--- src/hw/rtl/ure_pkg.sv ---
package ure_pkg;

  localparam int unsigned QUEUE_DEPTH = 2;
  localparam int unsigned MAX_RESULTS = 11;

  localparam logic [7:0] CH_APOS    = 8'h27;
  localparam logic [7:0] CH_DQUOTE  = 8'h22;
  localparam logic [7:0] CH_BSLASH  = 8'h5c;
  localparam logic [7:0] CH_LF      = 8'h0a;
  localparam logic [7:0] CH_CR      = 8'h0d;
  localparam logic [7:0] CH_TAB     = 8'h09;
  localparam logic [7:0] CH_N       = 8'h6e;
  localparam logic [7:0] CH_R       = 8'h72;
  localparam logic [7:0] CH_T       = 8'h74;
  localparam logic [7:0] CH_X       = 8'h78;
  localparam logic [7:0] CH_LOW_U   = 8'h75;
  localparam logic [7:0] CH_HIGH_U  = 8'h55;
  localparam logic [7:0] CTRL_LIMIT = 8'h20;
  localparam logic [7:0] CH_DEL     = 8'h7f;

  localparam int NP_COUNT = 24;

  localparam logic [20:0] NP_LO [NP_COUNT] = '{
    21'h0007f, 21'h000ad, 21'h00600, 21'h0061c, 21'h006dd, 21'h0070f,
    21'h00890, 21'h008e2, 21'h01680, 21'h0180e, 21'h02000, 21'h02028,
    21'h0205f, 21'h02066, 21'h03000, 21'h0feff, 21'h0fff9, 21'h110bd,
    21'h110cd, 21'h13430, 21'h1bca0, 21'h1d173, 21'he0001, 21'he0020
  };

  localparam logic [20:0] NP_HI [NP_COUNT] = '{
    21'h000a0, 21'h000ad, 21'h00605, 21'h0061c, 21'h006dd, 21'h0070f,
    21'h00891, 21'h008e2, 21'h01680, 21'h0180e, 21'h0200f, 21'h0202f,
    21'h02064, 21'h0206f, 21'h03000, 21'h0feff, 21'h0fffb, 21'h110bd,
    21'h110cd, 21'h1343f, 21'h1bca3, 21'h1d17a, 21'he0001, 21'he007f
  };

  typedef enum logic [2:0] {
    PH_OPEN,
    PH_FLA,
    PH_MAIN,
    PH_FLB,
    PH_CLOSE
  } phase_t;

  // One request's worth of output, in emission order:
  // open quote, held bytes of a broken sequence, main part, flush at end, close quote.
  typedef struct packed {
    logic            open_en;
    logic [7:0]      quote;
    logic [1:0]      fa_cnt;
    logic [2:0][7:0] fa_bytes;
    logic            main_hex;
    logic [3:0]      main_len;
    logic [3:0][7:0] lit_bytes;
    logic [7:0]      hex_letter;
    logic [20:0]     hex_val;
    logic [1:0]      fb_cnt;
    logic [2:0][7:0] fb_bytes;
    logic            close_en;
    logic [3:0]      res_cnt;
  } job_t;

  function automatic logic is_nonprint(input logic [20:0] cp);
    logic hit;
    hit = (cp < 21'(CTRL_LIMIT));
    for (int i = 0; i < NP_COUNT; i++) begin
      if (cp >= NP_LO[i] && cp <= NP_HI[i]) begin
        hit = 1'b1;
      end
    end
    return hit;
  endfunction

  function automatic logic [7:0] hex_char(input logic [3:0] nib);
    logic [7:0] ch;
    if (nib < 4'd10) begin
      ch = 8'h30 + {4'h0, nib};
    end else begin
      ch = 8'h57 + {4'h0, nib};
    end
    return ch;
  endfunction

endpackage

--- src/hw/rtl/ure_front.sv ---
module ure_front (
  input  logic          clk,
  input  logic          rst_n,
  input  logic          in_accept,
  input  logic [7:0]    data_byte,
  input  logic          byte_present,
  input  logic          starts_string,
  input  logic          ends_string,
  input  logic          use_double_quote,
  output ure_pkg::job_t job,
  output logic          job_push
);
  import ure_pkg::*;

  logic [7:0]      lead_r, lead_nxt;
  logic [1:0][7:0] cont_r, cont_nxt;
  logic [1:0]      need_r, need_nxt;
  logic [1:0]      coll_r, coll_nxt;
  logic [20:0]     acc_r, acc_nxt;
  logic            quote_r, quote_nxt;

  logic [7:0]      qch;
  logic [1:0]      s_need, s_coll;
  logic [20:0]     s_acc;
  logic [7:0]      s_lead;
  logic [1:0]      p_need, p_coll;
  logic [20:0]     p_acc;
  logic [7:0]      p_lead;
  logic [20:0]     acc_shift;
  logic [1:0]      fa_cnt;
  logic            main_hex;
  logic [20:0]     hex_src;
  logic [3:0]      lit_len;
  logic [3:0][7:0] lit_bytes;
  logic [3:0]      hex_len;
  logic [7:0]      hex_letter;
  logic [3:0]      main_len;
  logic [1:0]      fb_cnt;
  logic [4:0]      total;

  assign quote_nxt = starts_string ? use_double_quote : quote_r;
  assign qch       = quote_nxt ? CH_DQUOTE : CH_APOS;

  // a start drops whatever sequence the previous string left pending
  assign s_need = starts_string ? 2'd0 : need_r;
  assign s_coll = starts_string ? 2'd0 : coll_r;
  assign s_acc  = starts_string ? 21'd0 : acc_r;
  assign s_lead = starts_string ? 8'd0 : lead_r;

  assign acc_shift = {s_acc[14:0], data_byte[5:0]};

  always_comb begin
    p_need    = s_need;
    p_coll    = s_coll;
    p_acc     = s_acc;
    p_lead    = s_lead;
    cont_nxt  = cont_r;
    fa_cnt    = 2'd0;
    main_hex  = 1'b0;
    hex_src   = 21'd0;
    lit_len   = 4'd0;
    lit_bytes = '0;
    if (byte_present) begin
      if (s_need != 2'd0 && data_byte[7:6] == 2'b10) begin
        if ({1'b0, s_coll} + 3'd1 < {1'b0, s_need}) begin
          cont_nxt[s_coll[0]] = data_byte;
          p_coll = s_coll + 2'd1;
          p_acc  = acc_shift;
        end else begin
          if (is_nonprint(acc_shift)) begin
            main_hex = 1'b1;
            hex_src  = acc_shift;
          end else begin
            lit_bytes[0] = s_lead;
            lit_bytes[1] = (s_coll == 2'd0) ? data_byte : cont_r[0];
            lit_bytes[2] = (s_coll == 2'd1) ? data_byte : cont_r[1];
            lit_bytes[3] = data_byte;
            lit_len      = {2'b00, s_coll} + 4'd2;
          end
          p_need = 2'd0;
          p_coll = 2'd0;
          p_acc  = 21'd0;
          p_lead = 8'd0;
        end
      end else begin
        if (s_need != 2'd0) begin
          fa_cnt = s_coll + 2'd1;
        end
        p_need = 2'd0;
        p_coll = 2'd0;
        p_acc  = 21'd0;
        p_lead = 8'd0;
        priority if (data_byte == qch || data_byte == CH_BSLASH) begin
          lit_bytes[0] = CH_BSLASH;
          lit_bytes[1] = data_byte;
          lit_len      = 4'd2;
        end else if (data_byte == CH_LF) begin
          lit_bytes[0] = CH_BSLASH;
          lit_bytes[1] = CH_N;
          lit_len      = 4'd2;
        end else if (data_byte == CH_CR) begin
          lit_bytes[0] = CH_BSLASH;
          lit_bytes[1] = CH_R;
          lit_len      = 4'd2;
        end else if (data_byte == CH_TAB) begin
          lit_bytes[0] = CH_BSLASH;
          lit_bytes[1] = CH_T;
          lit_len      = 4'd2;
        end else if (!data_byte[7]) begin
          if (data_byte < CTRL_LIMIT || data_byte == CH_DEL) begin
            main_hex = 1'b1;
            hex_src  = {13'd0, data_byte};
          end else begin
            lit_bytes[0] = data_byte;
            lit_len      = 4'd1;
          end
        end else if (data_byte[7:5] == 3'b110) begin
          p_need = 2'd1;
          p_acc  = {16'd0, data_byte[4:0]};
          p_lead = data_byte;
        end else if (data_byte[7:4] == 4'b1110) begin
          p_need = 2'd2;
          p_acc  = {17'd0, data_byte[3:0]};
          p_lead = data_byte;
        end else if (data_byte[7:3] == 5'b11110) begin
          p_need = 2'd3;
          p_acc  = {18'd0, data_byte[2:0]};
          p_lead = data_byte;
        end else begin
          lit_bytes[0] = data_byte;
          lit_len      = 4'd1;
        end
      end
    end
  end

  always_comb begin
    if (hex_src < 21'h100) begin
      hex_len    = 4'd4;
      hex_letter = CH_X;
    end else if (hex_src < 21'h10000) begin
      hex_len    = 4'd6;
      hex_letter = CH_LOW_U;
    end else begin
      hex_len    = 4'd10;
      hex_letter = CH_HIGH_U;
    end
  end

  assign main_len = main_hex ? hex_len : lit_len;
  assign fb_cnt   = (ends_string && p_need != 2'd0) ? p_coll + 2'd1 : 2'd0;

  // flush at end of string clears the pending sequence
  assign need_nxt = ends_string ? 2'd0 : p_need;
  assign coll_nxt = ends_string ? 2'd0 : p_coll;
  assign acc_nxt  = ends_string ? 21'd0 : p_acc;
  assign lead_nxt = ends_string ? 8'd0 : p_lead;

  assign total = {4'd0, starts_string} + {3'd0, fa_cnt} + {1'b0, main_len}
               + {3'd0, fb_cnt} + {4'd0, ends_string};

  always_comb begin
    job.open_en    = starts_string;
    job.quote      = qch;
    job.fa_cnt     = fa_cnt;
    job.fa_bytes   = {cont_r[1], cont_r[0], s_lead};
    job.main_hex   = main_hex;
    job.main_len   = main_len;
    job.lit_bytes  = lit_bytes;
    job.hex_letter = hex_letter;
    job.hex_val    = hex_src;
    job.fb_cnt     = fb_cnt;
    job.fb_bytes   = {cont_nxt[1], cont_nxt[0], p_lead};
    job.close_en   = ends_string;
    job.res_cnt    = (total > 5'(MAX_RESULTS)) ? 4'(MAX_RESULTS) : total[3:0];
  end

  assign job_push = in_accept && (total != 5'd0);

  always_ff @(posedge clk) begin
    if (!rst_n) begin
      lead_r  <= 8'd0;
      need_r  <= 2'd0;
      coll_r  <= 2'd0;
      acc_r   <= 21'd0;
      quote_r <= 1'b0;
    end else if (in_accept) begin
      lead_r  <= lead_nxt;
      need_r  <= need_nxt;
      coll_r  <= coll_nxt;
      acc_r   <= acc_nxt;
      quote_r <= quote_nxt;
    end
  end

  always_ff @(posedge clk) begin
    if (in_accept) begin
      cont_r <= cont_nxt;
    end
  end

endmodule

--- src/hw/rtl/ure_queue.sv ---
module ure_queue #(
  parameter int unsigned DEPTH = ure_pkg::QUEUE_DEPTH
) (
  input  logic          clk,
  input  logic          rst_n,
  input  logic          push,
  input  ure_pkg::job_t push_job,
  input  logic          pop,
  output ure_pkg::job_t head_job,
  output logic          head_valid,
  output logic          full
);
  import ure_pkg::*;

  localparam int unsigned PTR_W = (DEPTH > 1) ? $clog2(DEPTH) : 1;
  localparam int unsigned CNT_W = $clog2(DEPTH + 1);

  job_t             slot_r [DEPTH];
  logic [PTR_W-1:0] wr_ptr_r, wr_ptr_nxt;
  logic [PTR_W-1:0] rd_ptr_r, rd_ptr_nxt;
  logic [CNT_W-1:0] count_r, count_nxt;

  assign head_job   = slot_r[rd_ptr_r];
  assign head_valid = (count_r != '0);
  assign full       = (count_r == CNT_W'(DEPTH));

  always_comb begin
    wr_ptr_nxt = wr_ptr_r;
    rd_ptr_nxt = rd_ptr_r;
    count_nxt  = count_r;
    if (push) begin
      wr_ptr_nxt = (wr_ptr_r == PTR_W'(DEPTH - 1)) ? '0 : wr_ptr_r + 1'b1;
    end
    if (pop) begin
      rd_ptr_nxt = (rd_ptr_r == PTR_W'(DEPTH - 1)) ? '0 : rd_ptr_r + 1'b1;
    end
    if (push && !pop) begin
      count_nxt = count_r + 1'b1;
    end else if (pop && !push) begin
      count_nxt = count_r - 1'b1;
    end
  end

  always_ff @(posedge clk) begin
    if (!rst_n) begin
      wr_ptr_r <= '0;
      rd_ptr_r <= '0;
      count_r  <= '0;
    end else begin
      wr_ptr_r <= wr_ptr_nxt;
      rd_ptr_r <= rd_ptr_nxt;
      count_r  <= count_nxt;
    end
  end

  always_ff @(posedge clk) begin
    if (push) begin
      slot_r[wr_ptr_r] <= push_job;
    end
  end

endmodule

--- src/hw/rtl/ure_back.sv ---
module ure_back (
  input  logic          clk,
  input  logic          rst_n,
  input  ure_pkg::job_t job,
  input  logic          job_valid,
  output logic          job_pop,
  input  logic          out_ready,
  output logic          out_valid,
  output logic [7:0]    out_char,
  output logic          out_run_last,
  output logic          out_string_done
);
  import ure_pkg::*;

  phase_t          phase_r, phase_nxt;
  phase_t          cur_phase;
  phase_t          succ_phase;
  logic [3:0]      idx_r, idx_nxt;
  logic [3:0]      cnt_r, cnt_nxt;
  logic [3:0]      seg_ne;
  logic [3:0]      cur_len;
  logic            load;
  logic            last;
  logic [2:0]      nib_pos;
  logic [7:0][3:0] hex_nibs;
  logic [7:0]      byte_sel;

  logic            out_valid_r;
  logic [7:0]      out_char_r;
  logic            run_last_r;
  logic            string_done_r;

  assign seg_ne = {job.fb_cnt != 2'd0, job.main_len != 4'd0,
                   job.fa_cnt != 2'd0, job.open_en};

  // skip empty segments ahead of the stored phase
  always_comb begin
    priority if (phase_r == PH_OPEN && seg_ne[0]) begin
      cur_phase = PH_OPEN;
    end else if (phase_r <= PH_FLA && seg_ne[1]) begin
      cur_phase = PH_FLA;
    end else if (phase_r <= PH_MAIN && seg_ne[2]) begin
      cur_phase = PH_MAIN;
    end else if (phase_r <= PH_FLB && seg_ne[3]) begin
      cur_phase = PH_FLB;
    end else begin
      cur_phase = PH_CLOSE;
    end
  end

  always_comb begin
    unique case (cur_phase)
      PH_OPEN:  cur_len = {3'd0, job.open_en};
      PH_FLA:   cur_len = {2'd0, job.fa_cnt};
      PH_MAIN:  cur_len = job.main_len;
      PH_FLB:   cur_len = {2'd0, job.fb_cnt};
      PH_CLOSE: cur_len = {3'd0, job.close_en};
      default:  cur_len = 4'd0;
    endcase
  end

  always_comb begin
    unique case (cur_phase)
      PH_OPEN:  succ_phase = PH_FLA;
      PH_FLA:   succ_phase = PH_MAIN;
      PH_MAIN:  succ_phase = PH_FLB;
      PH_FLB:   succ_phase = PH_CLOSE;
      default:  succ_phase = PH_CLOSE;
    endcase
  end

  assign load    = job_valid && (!out_valid_r || out_ready);
  assign last    = (cnt_r == job.res_cnt - 4'd1);
  assign job_pop = load && last;

  // next state
  always_comb begin
    phase_nxt = phase_r;
    idx_nxt   = idx_r;
    cnt_nxt   = cnt_r;
    if (load) begin
      if (last) begin
        phase_nxt = PH_OPEN;
        idx_nxt   = 4'd0;
        cnt_nxt   = 4'd0;
      end else if ({1'b0, idx_r} + 5'd1 < {1'b0, cur_len}) begin
        phase_nxt = cur_phase;
        idx_nxt   = idx_r + 4'd1;
        cnt_nxt   = cnt_r + 4'd1;
      end else begin
        phase_nxt = succ_phase;
        idx_nxt   = 4'd0;
        cnt_nxt   = cnt_r + 4'd1;
      end
    end
  end

  // outputs
  assign hex_nibs = {11'd0, job.hex_val};
  assign nib_pos  = 3'(job.main_len - 4'd1 - idx_r);

  always_comb begin
    unique case (cur_phase)
      PH_OPEN:  byte_sel = job.quote;
      PH_FLA:   byte_sel = job.fa_bytes[idx_r[1:0]];
      PH_MAIN: begin
        if (job.main_hex) begin
          if (idx_r == 4'd0) begin
            byte_sel = CH_BSLASH;
          end else if (idx_r == 4'd1) begin
            byte_sel = job.hex_letter;
          end else begin
            byte_sel = hex_char(hex_nibs[nib_pos]);
          end
        end else begin
          byte_sel = job.lit_bytes[idx_r[1:0]];
        end
      end
      PH_FLB:   byte_sel = job.fb_bytes[idx_r[1:0]];
      PH_CLOSE: byte_sel = job.quote;
      default:  byte_sel = job.quote;
    endcase
  end

  always_ff @(posedge clk) begin
    if (!rst_n) begin
      phase_r     <= PH_OPEN;
      idx_r       <= 4'd0;
      cnt_r       <= 4'd0;
      out_valid_r <= 1'b0;
    end else begin
      phase_r <= phase_nxt;
      idx_r   <= idx_nxt;
      cnt_r   <= cnt_nxt;
      if (load) begin
        out_valid_r <= 1'b1;
      end else if (out_ready) begin
        out_valid_r <= 1'b0;
      end
    end
  end

  always_ff @(posedge clk) begin
    if (load) begin
      out_char_r    <= byte_sel;
      run_last_r    <= last;
      string_done_r <= (cur_phase == PH_CLOSE);
    end
  end

  assign out_valid       = out_valid_r;
  assign out_char        = out_char_r;
  assign out_run_last    = run_last_r;
  assign out_string_done = string_done_r;

endmodule

--- src/hw/rtl/utf8_string_repr_escaper.sv ---
// Quoted, escaped rendering of a UTF-8 byte string.
// Input channel (in_valid/in_ready): one string byte per request with its
// start/end marks and the quote choice, which is sampled on the start request.
// Output channel (out_valid/out_ready): one rendered byte per request;
// out_run_last marks the final byte produced for an input request and
// out_string_done marks the closing quote. A request yields at most 11 bytes.
// Throughput: one output byte per cycle while out_ready holds, set by the
// single output register fed by the emit sequencer; a request holds the
// sequencer until all its bytes are out, so plain bytes flow at one per cycle
// and escapes (up to 10 bytes for \UHHHHHHHH) hold the input once the request
// queue fills. Bytes that only extend a pending UTF-8 sequence produce nothing
// and push no job. The classifier and emitter are split by a QUEUE_DEPTH-entry
// queue.
// Reset: clears the pending sequence, selects the apostrophe quote and empties
// the queue and output register; no warm-up pass is needed.
// Receiver stall: the output register holds its byte, the emitter waits, and
// in_ready drops once the queue is full; nothing is lost or repeated.
module utf8_string_repr_escaper #(
  parameter int unsigned QUEUE_DEPTH = ure_pkg::QUEUE_DEPTH
) (
  input  logic       clk,
  input  logic       rst_n,
  input  logic       in_valid,
  output logic       in_ready,
  input  logic [7:0] in_data_byte,
  input  logic       in_byte_present,
  input  logic       in_starts_string,
  input  logic       in_ends_string,
  input  logic       in_use_double_quote,
  output logic       out_valid,
  input  logic       out_ready,
  output logic [7:0] out_char,
  output logic       out_run_last,
  output logic       out_string_done
);
  import ure_pkg::*;

  logic in_accept;
  job_t push_job;
  logic job_push;
  job_t head_job;
  logic head_valid;
  logic q_full;
  logic job_pop;

  assign in_ready  = !q_full;
  assign in_accept = in_valid && in_ready;

  ure_front u_front (
    .clk              (clk),
    .rst_n            (rst_n),
    .in_accept        (in_accept),
    .data_byte        (in_data_byte),
    .byte_present     (in_byte_present),
    .starts_string    (in_starts_string),
    .ends_string      (in_ends_string),
    .use_double_quote (in_use_double_quote),
    .job              (push_job),
    .job_push         (job_push)
  );

  ure_queue #(
    .DEPTH (QUEUE_DEPTH)
  ) u_queue (
    .clk        (clk),
    .rst_n      (rst_n),
    .push       (job_push),
    .push_job   (push_job),
    .pop        (job_pop),
    .head_job   (head_job),
    .head_valid (head_valid),
    .full       (q_full)
  );

  ure_back u_back (
    .clk             (clk),
    .rst_n           (rst_n),
    .job             (head_job),
    .job_valid       (head_valid),
    .job_pop         (job_pop),
    .out_ready       (out_ready),
    .out_valid       (out_valid),
    .out_char        (out_char),
    .out_run_last    (out_run_last),
    .out_string_done (out_string_done)
  );

endmodule
--- config.mk ---
export PLATFORM = sky130hd
export DESIGN_NAME = utf8_string_repr_escaper
export DESIGN_NICKNAME = d
export VERILOG_FILES = /design/src/hw/rtl/ure_pkg.sv /design/src/hw/rtl/ure_front.sv /design/src/hw/rtl/ure_queue.sv /design/src/hw/rtl/ure_back.sv /design/src/hw/rtl/utf8_string_repr_escaper.sv
export SDC_FILE = /design/constraint.sdc
export NUM_CORES = 1
export LEC_CHECK = 0
export BUFFER_PORTS_ARGS = -buffer_cell sky130_fd_sc_hd__buf_4
export CORE_ASPECT_RATIO = 1.75
export CORE_UTILIZATION = 60
export DETAILED_ROUTE_END_ITERATION = 6
export GPL_TIMING_DRIVEN = 1
export PLACE_DENSITY = 0.77
export RECOVER_POWER = 100
export SYNTH_ARGS = -nofsm -noshare
export SYNTH_HDL_FRONTEND = slang
export SYNTH_SLANG_ARGS = --single-unit
--- constraint.sdc ---
create_clock -name clk -period 19.1 [get_ports clk]
set_clock_uncertainty 0.2 [all_clocks]
set_input_delay 1.91 -clock clk [delete_from_list [all_inputs] [get_ports clk]]
set_output_delay 1.91 -clock clk [all_outputs]
set_load 0.01 [all_outputs]
# After elaboration in Yosys (flattened, before gate mapping)
# Memories as Yosys holds them, arrays and structs flattened. A register that Yosys moved wholly into a read port is not among the register bits.
# Cells that the tools add are included.
# W data, S select, Z words.
totals:
  regBits: 70
  ramBits: 254
  out_inout_bits: 12
  elab_cells: 349
  memories: 1
classes:
  add_sub_neg: 20
  order_cmp: 63
  eq_ne: 18
  n_mux: 173
  n_reduce_logical: 57
memory_table:
  columns: ["name", "words", "width", "read_ports", "rd_clocked_by_memory_dff", "wr", "line_no", "rtl"]
  rows:
  - ["u_queue.slot_r", 2, 127, 1, 1, 1, "ure_queue.sv:18", "job_t slot_r [DEPTH];"]
ops:
  columns: ["operator", "count"]
  rows:
  - ["$mux W8", 29]
  - ["$mux W21", 9]
  - ["$mux W15", 11]
  - ["$mux W16", 8]
  - ["$ge A21 B14 Y1 const B", 5]
  - ["$ge A21 B17 Y1 const B", 5]
  - ["$le A21 B14 Y1 const B", 5]
  - ["$le A21 B17 Y1 const B", 5]
  - ["$mux W32", 3]
  - ["$ge A21 B11 Y1 const B", 4]
  - ["$le A21 B11 Y1 const B", 4]
  - ["$mux W4", 20]
  - ["$bmux W8 S2", 3]
  - ["$mux W1", 48]
  - ["$mux W2", 24]
  - ["$ge A21 B12 Y1 const B", 2]
  - ["$ge A21 B13 Y1 const B", 2]
  - ["$ge A21 B16 Y1 const B", 2]
  - ["$ge A21 B20 Y1 const B", 2]
  - ["$le A21 B12 Y1 const B", 2]
  - ["$le A21 B13 Y1 const B", 2]
  - ["$le A21 B16 Y1 const B", 2]
  - ["$le A21 B20 Y1 const B", 2]
  - ["$le A21 B8 Y1 const B", 2]
  - ["other kinds (62)", 130]

# Depth between registers and ports, before layout
# Gate-level depths: netlist (run 1).
logic_depth:
  ltp_word: 47
  ltp_mapped: 26

# By module
# From an unflattened synthesis (run 1), not the netlist that was laid out.
hier_totals:
  hier_cells: 1373
  area_unflattened_um2: 17391.7
by_module_without_submodules:
  columns: ["mod", "instances", "cells_each", "area_each_um2", "seq_area_each_um2"]
  rows:
  - ["ure_queue", 1, 433, 10074.7, 8027.7]
  - ["ure_front", 1, 670, 4838.4, 1041.0]
  - ["ure_back", 1, 268, 2468.6, 540.5]
  - ["utf8_string_repr_escaper", 1, 2, 10.0, 0.0]

# Least setup slack after synthesis (run 1)
# Ideal clock, no wire load.
synth_timing:
  path_kind: "input to register"
  startpoint: "input in_starts_string"
  endpoint: "memory u_queue.slot_r[0][0] (netlist bit) (enable)"
  setup_ns: 0.602
  arrival_time_ns: 11.229
  slack_ns: 7.069
  cell_stages: 21
  path_buffers: 2
  path_cell_list: "clkbuf_1 -> inv_1 -> clkbuf_1 -> nand2_1 -> fa_1 -> o31ai_1 -> nor2_1 -> nand3_1 -> o21ai_0 -> xor2_1 -> nand3_1 -> fa_1 -> inv_1 -> ha_1 -> a21o_1 -> a21oi_1 -> mux2i_1 -> nand2b_1 -> nor4_1 -> nand2b_1 -> nor2_1"
synth_between:
  elab_chain_len: 45
synth_lines:
  columns: ["element", "line_no", "rtl"]
  rows:
  - ["from (decl)", "utf8_string_repr_escaper.sv:27", "input logic in_starts_string,"]
  - ["$mux W15", "ure_front.sv:47", "assign s_acc = starts_string ? 21'd0 : acc_r;"]
  - ["$ge A21 B7 Y1 / $le A21 B8 Y1 (equally long branches)", "ure_pkg.sv:67", "if (cp >= NP_LO[i] && cp <= NP_HI[i]) begin"]
  - ["$logic_and A1 B1 Y1", "ure_pkg.sv:67", null]
  - ["$mux W1 (24 in a row)", "ure_pkg.sv:67", null]
  - ["$mux W1", "ure_front.sv:65", "if ({1'b0, s_coll} + 3'd1 < {1'b0, s_need}) begin"]
  - ["$mux W1", "ure_front.sv:64", "if (s_need != 2'd0 && data_byte[7:6] == 2'b10) begin"]
  - ["$mux W1", "ure_front.sv:63", "if (byte_present) begin"]
  - ["$mux W21", "ure_front.sv:70", "if (is_nonprint(acc_shift)) begin"]
  - ["(+6 left out)", null, null]
  - ["$mux W4", "ure_front.sv:150", "assign main_len = main_hex ? hex_len : lit_len;"]
  - ["$add A5 B4 Y5", "ure_front.sv:159", "assign total = {4'd0, starts_string} + {3'd0, fa_cnt} + {1'b0, main_len}"]
  - ["$add A5 B2 Y5 (*)", "ure_front.sv:160", "+ {3'd0, fb_cnt} + {4'd0, ends_string};"]
  - ["$add A5 B1 Y5 (*)", "ure_front.sv:160", null]
  - ["$reduce_bool A5 Y1 (*)", "ure_front.sv:178", "assign job_push = in_accept && (total != 5'd0);"]
  - ["$logic_and A1 B1 Y1 (*)", "ure_front.sv:178", null]
  - ["$mux W1 (*)", "ure_queue.sv:57", "if (push) begin"]
  - ["$mux W1 (implied by the code) (*)", "ure_queue.sv:58", "slot_r[wr_ptr_r] <= push_job;"]
  - ["to (decl)", "ure_queue.sv:18", null]
# Mark *: on every way between the ends. The rest lies on a longest branch, timed or not. The select of a mux whose other input is x is not followed.

# Worst setup path after layout (run 1)
layout_timing:
  startpoint: "input in_starts_string"
  endpoint: "memory u_queue.slot_r[1][109] (netlist bit) (enable)"
layout_between:
  elab_chain_len: 45
layout_lines:
  columns: ["element", "line_no", "rtl"]
  rows:
  - ["$mux W15", "ure_front.sv:47", null]
  - ["$ge A21 B7 Y1 / $le A21 B8 Y1 (equally long branches)", "ure_pkg.sv:67", null]
  - ["$logic_and A1 B1 Y1", "ure_pkg.sv:67", null]
  - ["$mux W1 (24 in a row)", "ure_pkg.sv:67", null]
  - ["$mux W1", "ure_front.sv:65", null]
  - ["$mux W1", "ure_front.sv:64", null]
  - ["$mux W1", "ure_front.sv:63", null]
  - ["$mux W21", "ure_front.sv:70", null]
  - ["(+7 left out)", null, null]
  - ["$add A5 B4 Y5", "ure_front.sv:159", null]
  - ["$add A5 B2 Y5 (*)", "ure_front.sv:160", null]
  - ["$add A5 B1 Y5 (*)", "ure_front.sv:160", null]
  - ["$reduce_bool A5 Y1 (*)", "ure_front.sv:178", null]
  - ["$logic_and A1 B1 Y1 (*)", "ure_front.sv:178", null]
  - ["named net job_push", "utf8_string_repr_escaper.sv:40", "logic job_push;"]
  - ["$mux W1 (*)", "ure_queue.sv:57", null]
  - ["$mux W1 (implied by the code) (*)", "ure_queue.sv:58", null]
# The timed path passes the listed nets; every way through them passes the cells marked *. The select of a mux whose other input is x is not followed.

==> results of run 1 <==
[registers in the layout, indices dropped and copies added (netlist names), 3 cells and up, named ones only]
| signal | cells |
|---|---|
| u_back.cnt_r | 4 |
| u_back.idx_r | 4 |
| u_back.out_char | 8 |
| u_back.phase_r | 3 |
| u_front.acc_r | 15 |
| u_front.job | 16 |
| u_front.lead_r | 8 |
| u_queue.slot_r | 240 |
[where the power goes]
group	internal, mW	leakage (nW)	switching (mW)
clock	0.352	0.469	0.251
combinational	0.164	2.33	0.295
sequential	0.846	2.67	0.0350
total	1.36	5.47	0.581
[layout make-up]
class	instances	area [sq um]	share of cell area
flip-flops and latches	311	8890	0.524
multi-input cells	867	6280	0.370
clock buffers	32	716	0.0422
well taps	316	395	0.0233
clock inverters	18	270	0.0159
repair buffers	46	270	0.0159
inverters	37	139	0.00819
[stage by stage]
step / util / cells / setup slack [ps] / area (sq um)
after floorplan: - / 1300 / 7070 / 15700
after CTS: 0.671 / 1627 / 9930 / 17100
final: 0.667 / 1627 / 5780 / 17000
after global routing: 0.667 / 1627 / 5130 / 17000
after global placement: 0.633 / 1577 / 9720 / 16100
after detailed placement: 0.633 / 1577 / 9430 / 16100
[final timing paths]
path	slack, ps	cells after the start	endpoint	start
max reg2reg	8370	21	u_queue.slot_r[1][109]$_DFFE_PP_	u_front.acc_r[2]$_SDFFE_PN0P_
min	300	1	u_front.quote_r$_SDFFE_PN0P_	u_front.quote_r$_SDFFE_PN0P_
min reg2reg	300	1	u_front.quote_r$_SDFFE_PN0P_	u_front.quote_r$_SDFFE_PN0P_
max	5780	22	u_queue.slot_r[1][109]$_DFFE_PP_	in_starts_string
[cells in the mapped netlist, drive strengths merged (8+ instances only)]
master and n:
buf 15, edfxtp 266, nor2 78, clkbuf 70
inv 36, ha 21, mux4 41, xnor2 9
a31oi 15, a21oi 44, nand4 18, nor2b 47
nand2 98, a21boi 13, nor4 37, a22oi 25
nand2b 24, a32oi 9, mux2 18, mux2i 55
and2 21, a211oi 11, dfxtp 45, nor3 26
nand3 52, nor3b 9, o211ai 9, and3 8
o21ai 60
[kinds of logic (layout without fill, tap and decap cells)]
group / after synthesis / after routing / synth area share
compound gates: 251 / 251 / 0.107
xor+xnor: 14 / 14 / 0.00783
other cells: 1 / 4 / 0.000240
buf+inv: 122 / 133 / 0.0303
mux: 114 / 114 / 0.107
flops: 311 / 311 / 0.568
simple gates: 458 / 458 / 0.156
fa+ha+maj: 26 / 26 / 0.0232
[worst max-delay path, stage by stage]
cell and delay (ps):
clkbuf_1 1540, inv_1 840, nand2_1 520, fa_1 490, o31ai_1 490, nor2_1 300
nand3_1 500, o21ai_0 310, xor2_1 220, nand3_1 140, fa_1 570, inv_1 70
ha_1 300, a21o_1 150, a21oi_1 250, mux2i_1 110, nand2b_1 150, nor4_1 80
nand2b_1 180, inv_1 160, and2_0 2910, buf_4 1000
[routing by layer]
| layer | routed length, um | global-route usage | part of all wire |
|---|---|---|---|
| met3 | 3080 | 0.0320 | 0.072 |
| met4 | 2750 | 0.185 | 0.065 |
| met1 | 15200 | 0.404 | 0.36 |
| met5 | 0 | 0 | 0 |
| met2 | 21600 | 0.556 | 0.51 |
==> results.md, run 1 <==
* Status: complete, but fails checks
* Violations in the final reports: max-capacitance violations, max-slew violations
* Fin. max-slew vios at 292
* Initial antenna violation count at 0
* Vias in the first global route at 11100
* Core Area at 25400 sq um
* Post-synth EDFFs at 266
* Initial Utilization at 0.615
* Vias/cell at 6.99
* Peak Freq at 75.1 MHz
* Global-route wire length before repair at 65000 um
* DR DRC count at 0
* TritonCTS Buffers at 28
* Lkg Pwr at 5.47 nW
* Setup violators final at 0
* Tot Pwr at 1.94 mW
* Post-CTS Setup Bufs at 0
* Post-route ant nets at 0
* Ports at 28
* Slew margin rel. at -1.70
* Total track usage at 0.328
* Die Y at 216 um
* Worst hold margin at 299 ps
* Max Cap Viol at 8
* Max clock buf depth at 3
* Final Hold Viols at 0
* Crit path launch type: input port
* Routability cong. at 1.06
* # clock sinks at 311
* Synth cell types at 75
* Htree depth at 1
* Post-CTS Resized at 0
* RSZ-0062 raised after global routing: no
* 1st-iter DRT viols at 1268
* Fin crit share at 0.698
* Synth Warn # at 0
* Critical path arrival at 13300 ps
* Worst-Margin Slew at 4040 ps
* Register area share after synthesis at 0.568
* Fill count at 1858
* HP Class: flip-flop to flip-flop
* Routed WL at 42700 um
* Clock Latency Late Sink at 560 ps
* Synth top area cells: edfxtp_1 (51%), mux4_2 (5.9%), dfxtp_1 (5.8%)
* Crit-path max FO at 61
* Dominant cell type by area after synthesis: edfxtp_1
* Syn Area/Cell at 12.1 sq um
* Nets at 1333
* Share of layout cells above drive strength 1 at 0.0999
* Pwr Density at 115 nW/um^2
* Drt wl/cell at 26.2 um
* CP Capture Type: flip-flop
* Vias at 11400
* Ys async rst share at 0
* CTS tree: yes
* Largest net degree at the start of global routing at 68
* Top FF cell, synth: edfxtp_1
* Rows at 77
* Drt first pass iters at 6
* Overflow after GRT at 0
* Synth Register Bits at 311
* Peak supply drop at 0.0664 mV
* Commonest non-fill, non-tap cell in the layout: edfxtp_1
* Clk slew on worst S/H paths at 60 ps
* Setup TNS Final at 0 ps
* Die X-Extent at 124 um
* # diodes at 0
* Clk root buf: clkbuf_16
* CP Class: input port to flip-flop
* Dpl hpwl at 29000 um
* Crit path time final at 13320 ps
* CP required at 19080 ps
* IO Port Bufs at 27
* Commonest non-fill, non-tap cells in the layout: edfxtp_1 (266), nand2_1 (98), nor2_1 (78)
* Syn Inst Count at 1297
* Top-area cell type share of the netlist area at 0.510
* Post-CTS Hold Fix Bufs at 0
* Die ar. at 26800 sq um
* Post-synthesis instance area at 15700 sq um
* Area Overhead vs Synth at 8.34%
No activity file was read; power rests on OpenSTA's default activity.
==> inputs of run 2 (changes only) <==
Settings changed: ABC_AREA set to 1.
Clock period 19.1 ns to 13.1 ns, I/O delays scaled along.
==> run 2 against run 1 <==
Effect of this change:
- the flow finishes with violations (design-rule violations, max-capacitance violations, max-slew violations)
- worst setup slack lost 3000 ps
- sequential power increased by 53%
- register-to-register slack worse by 3800 ps
- global-route usage up 4.7 points
- via count increased by 19%
- critical endpoint is now u_queue.slot_r[0][103]$_DFFE_PP_
==> results.md, run 2 <==
* Max Cap Viol at 6 (-2)
* RSZ-0062 raised after global routing: no
* CTS tree: yes
* Xor/xnor share of the synthesized area at 0.00875 (+0.000918)
* Reg-to-reg slack, setup at 4530 ps (-3840 ps)
* Clk root buf: clkbuf_16
* Hold Crit Start: u_front.quote_r$_SDFFE_PN0P_
* Pwr Density at 181 nW/um^2 (+58%)
* Post-synth EDFFs at 266 (unchanged)
* Die ar. at 27400 sq um (+2.3%)
* Area Overhead vs Synth at 7.60%
* Fin. max-slew vios at 264 (-9.6%)
* Register area share after synthesis at 0.555 (-0.0127)
* Most frequent cell after synthesis: nand2_1
* Fin area at 17200 sq um (+1.6%)
* Total track usage at 0.376 (+0.0474)
* Peak Freq at 96.6 MHz
* Nets at 1832 (+37%)
* Worst r2r path cells at 13 (-38%)
* Ports at 28 (unchanged)
* # diodes at 0 (unchanged)
* CP Capture Type: flip-flop
* Largest net degree at the start of global routing at 70 (+2.9%)
* Clock Latency Late Sink at 560 ps (about the same)
* Peak supply drop at 0.132 mV (+99%)
* Vias in the first global route at 13100 (+18%)
* Crit path launch type: input port
* Global-route wire length before repair at 76200 um (+17%)
* Fin crit share at 0.790
* Share of layout cells above drive strength 1 at 0.0602 (-0.0397)
* Dominant cell type by area after synthesis: edfxtp_1
* Hold Crit Depth at 2 (+1)
* Multiplexer share of the synthesized area at 0.00313 (-0.104)
* Max clock buf depth at 3 (unchanged)
* Setup violators final at 0 (unchanged)
* Drt wl/cell at 23.9 um (-9.1%)
* Post-Synth Simple-Gate Area at 0.222 (+0.0660)
* CP Class: input port to flip-flop
* Core Area at 26100 sq um (+2.4%)
* Met3 Use GR at 0.0514 (+0.0194)
* Dpl hpwl at 36000 um (+24%)
* Tot Pwr at 3.11 mW (+60%)
* Routed WL at 50800 um (+19%)
* Rows at 78 (+1.3%)
* Post-synthesis instance area at 16000 sq um (+2.3%)
* Crit-path max FO at 63 (+3.3%)
* 1st-iter DRT viols at 1542 (+22%)
* Syn Inst Count at 1790 (+38%)
* Worst hold margin at 252 ps (-46.9 ps)
* Non-Filler Instances at 2131 (+31%)
* Critical path arrival at 10330 ps (-2970 ps)
* Synth top area cells: edfxtp_1 (50%), nand2_1 (10%), dfxtp_1 (5.6%)
* Most frequent cells after synthesis: nand2_1 (444), edfxtp_1 (266), nor2_1 (222)
* Post-Synth Adder-Cell Area at 0.0227 (-0.000520)
* Clock power frac at 0.270 (-0.041)
* Slew margin rel. at -0.425 (+1.27)
* Top Usage Layer GRT: met2
* Synth cell types at 52 (-31%)
* GR Util met2 at 0.654 (+0.0974)
* # clock sinks at 311 (unchanged)
* Crit Reg-Reg Endpoint: u_back.out_char[6]$_DFFE_PP_
* Die Y at 218 um (+1.1%)
* Post-CTS Resized at 0 (unchanged)
* Drt first pass iters at 7 (+1)
* Htree depth at 1 (unchanged)
* Post-route ant nets at 0 (unchanged)
* Synth Register Bits at 311 (unchanged)
* Net Switching at 1.09 mW (+87%)
* Sw Ratio at 0.349 (+0.0496)
* Post-CTS Setup Bufs at 0 (unchanged)
* Synth Warn # at 0 (unchanged)
* DR DRC count at 1 (+1)
* Die X-Extent at 125 um (+1.1%)
* Crit path time final at 10350 ps
* Lkg Pwr at 6.68 nW (+22%)
* TritonCTS Buffers at 28 (unchanged)
* Dpl cell area at 16400 sq um (+2.1%)
* Post-CTS Hold Fix Bufs at 0 (unchanged)
* Synth Area in Compound Gates at 0.133 (+0.0252)
* Top FF cell, synth: edfxtp_1
* Vias/cell at 6.35 (-9.1%)
* Commonest non-fill, non-tap cells in the layout: nand2_1 (446), edfxtp_1 (266), nor2_1 (235)
* Setup TNS Final at 0 ps (unchanged)
* Status: complete, but fails checks
* Hold path endpoint: u_front.quote_r$_SDFFE_PN0P_
* Final Hold Viols at 0 (unchanged)
* Violations in the final reports: design-rule violations, max-capacitance violations, max-slew violations
* Top-area cell type share of the netlist area at 0.499 (-0.0114)
* Met1 usage at 0.407 (+0.00295)
* Overflow after GRT at 0 (unchanged)
* Inst Count DP at 2080 (+32%)
* CP required at 13080 ps (-6000 ps)
* Largest family of logic cells by synthesized area: simple AND/OR/NAND/NOR gates
* Routability cong. at 1.05 (-1.1%)
* Syn Area/Cell at 8.95 sq um (-26%)
* Initial antenna violation count at 0 (unchanged)
* Sequential power share at 0.435 (-0.018)
* Worst-Margin Slew at 2130 ps (-1910 ps)
* Ys async rst share at 0 (unchanged)
* IO Port Bufs at 27 (unchanged)
* Clk slew on worst S/H paths at 60 ps (about the same)
* Internal power at 2.03 mW (+49%)
* Initial Utilization at 0.614 (-0.000935)
* Max reg flops at 240 (unchanged)
* Register bank with the most flops: u_queue.slot_r
* HP Class: flip-flop to flip-flop
* Gate power share at 0.295 (+0.059)
* Commonest non-fill, non-tap cell in the layout: nand2_1
* Vias at 13500 (+19%)
[run 2: how the worst max path moves through the flow]
stage	start	to	slack, ps
final	in_starts_string	u_queue.slot_r[0][103]$_DFFE_PP_	2750
after global routing	in_starts_string	u_queue.slot_r[0][11]$_DFFE_PP_	2080
after CTS	in_starts_string	u_queue.slot_r[1][12]$_DFFE_PP_	4490
after detailed placement	in_starts_string	u_queue.slot_r[1][17]$_DFFE_PP_	3950
after global placement	in_starts_string	u_queue.slot_r[1][17]$_DFFE_PP_	4120
after floorplan	in_starts_string	u_queue.slot_r[1][0]$_DFFE_PP_	1840
[run 2: cell families (layout without fill, tap and decap cells)]
family / count (synthesis) / in the layout
and+or+nand+nor: 850 / 850
buffers and inverters: 223 / 241
adders and majority gates: 26 / 26
other: 1 / 4
xor gates and xnor gates: 16 / 16
DFF: 311 / 311
AOI/OAI and AO/OA: 358 / 358
muxes: 5 / 5
[run 2: layout make-up]
| class | count | area [sq um] |
|---|---|---|
| fill | 2141 | 8830 |
| inverter | 147 | 553 |
| sequential | 311 | 8890 |
| timing repair buffer | 43 | 264 |
| clock inverter | 14 | 153 |
| multi-input combinational | 1259 | 6190 |
| clock buffer | 37 | 776 |
| tap | 320 | 400 |
[run 2: per-stage QoR]
step            util  setup WS [ps]
4_1_cts        0.666           4490
5_1_grt        0.661           2080
3_5_place_dp   0.631           3950
2_1_floorplan      -           1840
3_3_place_gp   0.631           4120
6_report       0.661           2750
[run 2: critical path: stages]
cell and delay [ps]:
clkbuf_1 220, inv_1 1180, nand2_1 410, fa_1 650, nor2_1 40, o21ai_0 60, nand2_1 220, nor2_1 270
inv_1 150, nor2_1 630, inv_1 150, o21ai_0 250, xnor2_1 150, nor2_1 200, inv_1 100, fa_1 530
inv_1 70, ha_1 300, a21o_1 160, a21oi_1 170, xor2_1 100, nand2_1 140, nor2_1 60, nor2_1 170
inv_1 140, nor2_1 960, buf_4 650, buf_4 790
[run 2: per-layer routing]
layer,up-vias,part of all wire
met5,-,0
met2,738,0.50
met1,6389,0.34
met3,242,0.068
met4,0,0.093
li1,6169,-
[run 2: power by group through the flow]
stage	sequential, mW	clock, mW	combinational, mW
floorplan	1.38	0	0.608
global placement	1.36	0	0.891
detailed placement	1.37	0	0.911
CTS	1.35	0.842	0.918
global route	1.37	0.877	0.996
finish	1.35	0.841	0.920
==> inputs of run 3 (changes only) <==
Clock period 13.1 ns to 9.74 ns, I/O delays scaled along.
==> run 3 against run 2 <==
Effect of this change:
- the flow still finishes with violations (design-rule violations, max-capacitance violations, max-slew violations)
- sequential power up 35%
- worst setup slack lost 1100 ps
- register-to-register slack lost 1800 ps
- final area fell by 0.30%
- total power rose by 32%
- wire length shrank 2.4%
- die area stayed put
- highest routed layer unchanged
==> results.md, run 3 (same netlist as run 2, synthesis figures left out) <==
* Nets at 1830 (-0.11%)
* Setup violators final at 0 (unchanged)
* Die Y at 218 um (unchanged)
* Violations in the final reports: design-rule violations, max-capacitance violations, max-slew violations
* Crit Reg-Reg Endpoint: u_queue.slot_r[1][106]$_DFFE_PP_
* Multi-input gate area at 6190 sq um (about the same)
* Most frequent CP cell: nor2_1
* Fin area at 17200 sq um (-0.30%)
* Peak Freq at 123 MHz
* Rows at 78 (unchanged)
* Total track usage at 0.369 (-0.00652)
* Clk slew on worst S/H paths at 70 ps (about the same)
* Crit path launch type: input port
* Worst-Margin Slew at 2050 ps (-84.6 ps)
* Ports at 28 (unchanged)
* Post-CTS Resized at 0 (unchanged)
* Fill count at 2178 (+1.7%)
* Reg-to-reg slack, setup at 2690 ps (-1840 ps)
* 1st-iter DRT viols at 1527 (-0.97%)
* RSZ-0062 raised after global routing: no
* CP Capture Type: flip-flop
* Global-route wire length before repair at 75100 um (-1.4%)
* Initial Utilization at 0.614 (unchanged)
* Worst r2r path cells at 26 (+13)
* Die X-Extent at 125 um (unchanged)
* Fin. max-slew vios at 98 (-63%)
* Critical path arrival at 8110 ps (-2220 ps)
* Vias/cell at 6.35 (about the same)
* Hold path endpoint: u_front.quote_r$_SDFFE_PN0P_
* Share of layout cells above drive strength 1 at 0.0603 (+0.0000999)
* Vias at 13500 (-0.12%)
* Dpl hpwl at 35400 um (-1.6%)
* Htree depth at 1 (unchanged)
* Clock Latency Late Sink at 570 ps (about the same)
* Hold Crit Depth at 2 (unchanged)
* HP Class: flip-flop to flip-flop
* CP required at 9710 ps (-3370 ps)
* CTS tree: yes
* CP top delay family: simple AND/OR/NAND/NOR gates
* Drt wl/cell at 23.3 um (-2.2%)
* Register area at 8890 sq um (about the same)
* Tot Pwr at 4.10 mW (+32%)
* Commonest non-fill, non-tap cell in the layout: nand2_1
* Overflow after GRT at 0 (unchanged)
* Die ar. at 27400 sq um (unchanged)
* Crit-path max FO at 103 (+63%)
* Largest net degree at the start of global routing at 121 (+73%)
* Post-CTS Hold Fix Bufs at 0 (unchanged)
* Dpl cell area at 16500 sq um (+0.11%)
* Lkg Pwr at 6.65 nW (-0.41%)
* Fin crit share at 0.836
* Vias in the first global route at 13200 (+1.3%)
* R2r startpoint: u_front.acc_r[14]$_SDFFE_PN0P_
* Post-route ant nets at 0 (unchanged)
* Drt first pass iters at 7 (unchanged)
* # clock sinks at 311 (unchanged)
* Crit path time final at 8140 ps
* Commonest non-fill, non-tap cells in the layout: nand2_1 (447), edfxtp_1 (266), nor2_1 (234)
* Area Overhead vs Synth at 7.28%
* IO Port Bufs at 27 (unchanged)
* Max clock buf depth at 3 (unchanged)
* Critical Path Max Stage Delay at 560 ps (-620 ps)
* Post-CTS Setup Bufs at 0 (unchanged)
* Routed WL at 49600 um (-2.4%)
* # diodes at 0 (unchanged)
* Crit path depth at 29 (+3.6%)
* Core Area at 26100 sq um (unchanged)
* Final Hold Viols at 0 (unchanged)
* Clk root buf: clkbuf_16
* Setup TNS Final at 0 ps (unchanged)
* Buffer and inverter count on the worst path at 8 (-1)
* CP Class: input port to flip-flop
* Slew margin rel. at -0.367 (+0.0584)
* Worst hold margin at 263 ps (+10.8 ps)
* TritonCTS Buffers at 27 (-3.6%)
* Max Cap Viol at 3 (-3)
* CP max stage cell: fa_1
* DR DRC count at 2 (+1)
* Status: complete, but fails checks
* Register bank with the most flops: u_queue.slot_r
* Routability cong. at 1.11 (+5.3%)
* Initial antenna violation count at 0 (unchanged)
* Peak supply drop at 0.203 mV (+54%)
* Max reg flops at 240 (unchanged)
* Hold Crit Start: u_front.quote_r$_SDFFE_PN0P_
* Pwr Density at 239 nW/um^2 (+32%)
-- run 3: power breakdown --
part | internal [mW] | switching [mW]
Clock | 0.585 | 0.475
Combinational | 0.354 | 0.868
Sequential | 1.73 | 0.0835
-- run 3: worst max path at each step --
stage,endpoint,slack (ps),from
6_report,u_queue.slot_r[1][106]$_DFFE_PP_,1600,in_starts_string
5_1_grt,u_queue.slot_r[1][17]$_DFFE_PP_,1270,in_starts_string
4_1_cts,u_queue.slot_r[1][16]$_DFFE_PP_,2810,in_starts_string
3_5_place_dp,u_queue.slot_r[1][117]$_DFFE_PP_,2260,in_starts_string
3_3_place_gp,u_queue.slot_r[1][17]$_DFFE_PP_,2360,in_starts_string
2_1_floorplan,u_queue.slot_r[1][0]$_DFFE_PP_,850,in_starts_string
-- run 3: layer usage --
layer / up-vias / GRT usage / wire, um
met1: 6397 / 0.392 / 16900
met2: 719 / 0.654 / 24900
li1: 6169 / - / -
met5: - / 0 / 0
met4: 0 / 0.301 / 4540
met3: 237 / 0.0490 / 3200
-- run 3: metrics by stage --
stage / setup WS (ps) / utilization / std cells
6_report: 1600 / 0.659 / 2128
5_1_grt: 1270 / 0.659 / 2128
4_1_cts: 2810 / 0.664 / 2128
3_5_place_dp: 2260 / 0.631 / 2079
3_3_place_gp: 2360 / 0.631 / 2079
2_1_floorplan: 853 / - / 1793
-- run 3: cell type report --
cell class                 instances  share of cell area
multi-input combinational       1259               0.360
tap                              320              0.0233
inverter                         147              0.0322
clock buffer                      28              0.0396
clock inverter                    21              0.0106
timing repair buffer              42              0.0163
sequential                       311               0.518
-- run 3: tightest hold or removal path, cell delays in order (launching register included) --
cell     delay (ps)
dfxtp_1         300
inv_1            60
a21oi_1          60
